<file path="config.mk">
export PLATFORM = sky130hd
export DESIGN_NAME = mamed_div
export DESIGN_NICKNAME = d
export VERILOG_FILES = /design/src/assert_macros.svh /design/src/mamed_div.sv
export SDC_FILE = /design/constraint.sdc
export NUM_CORES = 1
export LEC_CHECK = 0
export BUFFER_PORTS_ARGS = -buffer_cell sky130_fd_sc_hd__buf_2
export CELL_PAD_IN_SITES_DETAIL_PLACEMENT = 1
export CELL_PAD_IN_SITES_GLOBAL_PLACEMENT = 2
export CORE_ASPECT_RATIO = 1.75
export CORE_MARGIN = 8
export CORE_UTILIZATION = 35
export DETAILED_ROUTE_END_ITERATION = 6
export GPL_TIMING_DRIVEN = 0
export PLACE_DENSITY_LB_ADDON = 0.1
export SETUP_SLACK_MARGIN = 0.4
export SLEW_MARGIN = 0
export SYNTH_ARGS = -nofsm -noshare
export SYNTH_HDL_FRONTEND = slang
export SYNTH_SLANG_ARGS = --single-unit
</file>
<file path="constraint.sdc">
create_clock -name clock -period 5.5 [get_ports clock]
set_input_delay 0.825 -clock clock [delete_from_list [all_inputs] [get_ports clock]]
set_output_delay 0.825 -clock clock [all_outputs]
set_load 0.05 [all_outputs]
</file>
<file path="src/assert_macros.svh">
`ifndef ASSERT_MACROS_SVH
`define ASSERT_MACROS_SVH

// same-cycle implication, checked out of reset
`define ASSERT_IMPLIES(label, clk, rst, ante, cons) \
   label: assert property (@(posedge clk) disable iff (rst) (ante) |-> (cons)) \
      else $error("assertion failed");

// next-cycle implication, checked out of reset
`define ASSERT_NEXT(label, clk, rst, ante, cons) \
   label: assert property (@(posedge clk) disable iff (rst) (ante) |=> (cons)) \
      else $error("assertion failed");

`endif

</file>
<file path="src/mamed_div.sv">
`timescale 1ns / 1ps

module mamed_div #(
   parameter int DIVIDEND_BITS = 19,
   parameter int DIVISOR_BITS  = 4
) (
   input  logic                     clock,
   input  logic                     reset,
   input  logic                     start,
   input  logic [DIVIDEND_BITS-1:0] dividend,
   input  logic [DIVISOR_BITS-1:0]  divisor,
   output logic                     done,
   output logic [DIVIDEND_BITS-1:0] quotient
);

   localparam int REM_W = DIVISOR_BITS + 1;
   localparam int CNT_W = $clog2(DIVIDEND_BITS + 1);

   logic                     busy_ff, busy_in;
   logic                     done_ff, done_in;
   logic [CNT_W-1:0]         cnt_ff, cnt_in;
   logic [DIVIDEND_BITS-1:0] quo_ff, quo_in;
   logic [DIVISOR_BITS-1:0]  rem_ff, rem_in;
   logic [DIVISOR_BITS-1:0]  dvs_ff, dvs_in;
   logic [REM_W-1:0]         trial;
   logic [REM_W-1:0]         diff;
   logic                     fits;

   // restoring division, one quotient bit per cycle, msb first
   always_comb begin
      trial = {rem_ff, quo_ff[DIVIDEND_BITS-1]};
      diff  = trial - {1'b0, dvs_ff};
      fits  = (trial >= {1'b0, dvs_ff});

      busy_in = busy_ff;
      done_in = 1'b0;
      cnt_in  = cnt_ff;
      quo_in  = quo_ff;
      rem_in  = rem_ff;
      dvs_in  = dvs_ff;
      if (start) begin
         busy_in = 1'b1;
         cnt_in  = '0;
         quo_in  = dividend;
         rem_in  = '0;
         dvs_in  = divisor;
      end else if (busy_ff) begin
         quo_in = {quo_ff[DIVIDEND_BITS-2:0], fits};
         // the partial remainder always stays below the divisor
         rem_in = fits ? diff[DIVISOR_BITS-1:0] : trial[DIVISOR_BITS-1:0];
         cnt_in = cnt_ff + 1'b1;
         if (cnt_ff == CNT_W'(DIVIDEND_BITS - 1)) begin
            busy_in = 1'b0;
            done_in = 1'b1;
         end
      end
   end

   always_ff @(posedge clock) begin
      if (reset) begin
         busy_ff <= 1'b0;
         done_ff <= 1'b0;
      end else begin
         busy_ff <= busy_in;
         done_ff <= done_in;
      end
   end

   always_ff @(posedge clock) begin
      cnt_ff <= cnt_in;
      quo_ff <= quo_in;
      rem_ff <= rem_in;
      dvs_ff <= dvs_in;
   end

   assign done     = done_ff;
   assign quotient = quo_ff;

endmodule

</file>
==> impl_results.md <==
- H-tree levels: 2
- Area of the multi-input gates: 602 um2
- Critical path arrival: roughly 2.2 ns
- Fill cells: approximately 500
- Dpl hpwl: ~2900 um
- CP Max Fanout: 19
- Sequential Area: between 900 and 1000 um2
- F_max: between 400 and 500 MHz
- DRT Pass-1 Iters: 2
- Die width: between 60 and 70 um
- Synth unique cells: 30
- Worst path bufs/invs: 3
- Synth Cell Area: 1560 um2
- Tcrit/Tclk final: about 41%
- Routed WL: approximately 3600 um
- Share of cells above drive strength 1: between 40% and 50%
- Root buffer selected by CTS: clkbuf_8
- CTS resizes: 0
- Initial Utilization: ~36%
- Max VDD drop: 0.000182 V
- Later-pin clock latency in the skew report: between 0.2 and 0.3 ns
- Antenna cells: 0
- Vias in the first global route: 1278
- Final GP Congestion: between 0.7 and 0.8
- Vias: around 1100
- Setup Buffers After CTS: 0
- Final Max Tran Viols: 0
- Post-Syn Nets: between 100 and 150
- Fraction of registers with async set/reset: 0%
- Final setup fails: 0
- Critical path cell sequence: buf_2 -> clkbuf_1 -> nor2_1 -> inv_1
- Initial antenna violation count: 0
- I/O Buffers: between 40 and 50
- EDFF count, synth: 23
- DR WL/cell: 16.4 um
- All-Layer GR Usage: between 10% and 20%
- CTS clk-pin slew, worst paths: approximately 0.070 ns
- RSZ-0062 raised after global routing: no
- Min-delay worst type: register to register
- CP peak stage delay: ~0.57 ns
- Top-area cell type share of the netlist area: between 40 and 50%
- Syn Area/Cell: between 10 and 15 um2
- Iteration-0 DRC Markers: 13
- Area leader, netlist: edfxtp_1
- Layout area overhead: 24.3%
- Crit Path Category: primary input to register
- Most frequent cells after synthesis: 23 x edfxtp_1, 19 x mux2_2, 11 x dfxtp_1, 8 x inv_1, 8 x nor2_1
- Most frequent cell after synthesis: edfxtp_1
- Hold bufs inserted after CTS: 0
- Io pins: 46
- Final core utilization: between 40% and 50%
- Die Y: roughly 100 um
- Final ANT Viol Nets: 0
- Flops & latches, synth: 34
- CP startpoint kind: primary input
- CP Capture Type: register
- Synth warn: 0
- Setup total negative slack: 0 ns
- Minimum clock period: between 2 and 2.5 ns
- Die area: around 6900 um2
- Hold violation total from the final report: 0
- Clock Path Buffers: 2
- Max_slew headroom: around half
- First-pass GRT wire length: around 6000 um
- CTS tree: done
- Synthesized instance count: between 100 and 150
- Pwr/cell area: around 340 nW/um2
- Critical Path Slowest Stage Cell: inv_1
- Total CTS buffers: 5
- Worst-Margin Slew: ~0.72 ns
- CP top delay family: buffers and inverters
- # rows: 32
- Post-synth top flop: edfxtp_1
- Status: finished, final reports clean
- Req. time, crit path: between 5 and 6 ns
- Clk sink count: 34
- Largest cells by area after synthesis: edfxtp_1 44%, dfxtp_1 14%, mux2_2 14%, ha_1 4.8%, xor2_1 2.2%
- Congestion Overflow GR: 0
- Largest net degree at the start of global routing: 20
- Leakage: about 0.8 nW
- Vias per Instance: roughly 5.0
- Std-Cell Core Area: 4360 um2
- Nets: 201
- Max cap viols: 0
- Max Clock Skew: 0.00719 ns
- # DRC: 0
- Sequential-to-total area share from yosys stat: approximately 58%
metal layers:
metal	global-route usage [%]	vias up	routed length, um
li1	-	528	-
met1	10.5	533	1280
met2	19.7	28	1980
met3	5.61	6	260
met4	5.99	0	81
met5	0	-	0
through the flow:
stage               worst slack, ns  power [mW]  hold slack (ns)  cells  instance area (um2)
finish                         3.25       0.664            0.487    220                 1940
global route                   3.06       0.700            0.524    220                 1940
CTS                            3.21       0.678            0.501    220                 1940
detailed placement             2.87       0.485            0.484    212                 1850
global placement               2.91       0.481            0.444    212                 1850
floorplan                      3.52       0.439            0.426    116                 1560
final cells by class:
type                            instances  share of cell area (%)
Clock buffer                            6                    4.26
Buffer                                  4                   0.775
Tap cell                               51                    3.29
Timing Repair Buffer                   45                    11.6
Clock inverter                          2                   0.388
Multi-Input combinational cell         70                    31.1
Inverter                                8                    1.55
Sequential cell                        34                    47.0
where the power goes:
part | leakage (nW) | internal [mW] | total, mW | switching, mW
clock | 0.0463 | 0.0985 | 0.188 | 0.0893
sequential | 0.320 | 0.303 | 0.318 | 0.0155
combinational | 0.457 | 0.0543 | 0.158 | 0.104
final timing paths:
path         startpoint          end  slack [ns]  cells past startpoint
max               start  quotient[1]        3.25                      4
min           rem_ff[3]    rem_ff[3]        0.49                      2
max reg2reg     busy_ff  quotient[1]        3.56                      3
min reg2reg   rem_ff[3]    rem_ff[3]        0.49                      2
layout by cell type, fill, tap and decap left out, types with 3 or more instances in the layout:
master,Yosys,layout
dfxtp_1,11,11
edfxtp_1,23,23
xor2_1,4,4
nor2_1,8,8
nand4_1,3,3
clkbuf_8,0,6
ha_1,6,6
nand2_1,5,5
mux2_2,19,19
o21ai_0,3,3
buf_2,0,45
inv_1,8,8
worst reg2reg max path: stages, from the launching register on:
cell and delay (ns):
dfxtp_1 0.45, clkbuf_1 0.37, nor2_1 0.17, inv_1 0.57
registers in the layout, indices dropped and copies added (netlist names):
| signal | flops |
|---|---|
| cnt_ff | 5 |
| busy_ff | 1 |
| done | 1 |
| rem_ff | 4 |
| dvs_ff | 4 |
| quotient | 19 |
cell families (layout without fill, tap and decap cells):
logic type | Yosys count | in the layout | synth area share (%)
flops | 34 | 34 | 58.5
mux | 19 | 19 | 13.7
fa+ha+maj | 7 | 7 | 6.10
simple gates | 27 | 27 | 9.56
xor+xnor | 5 | 5 | 2.81
buf+inv | 12 | 65 | 2.89
compound gates | 12 | 12 | 6.43
Note: power is estimated with default switching activity, not from simulation.
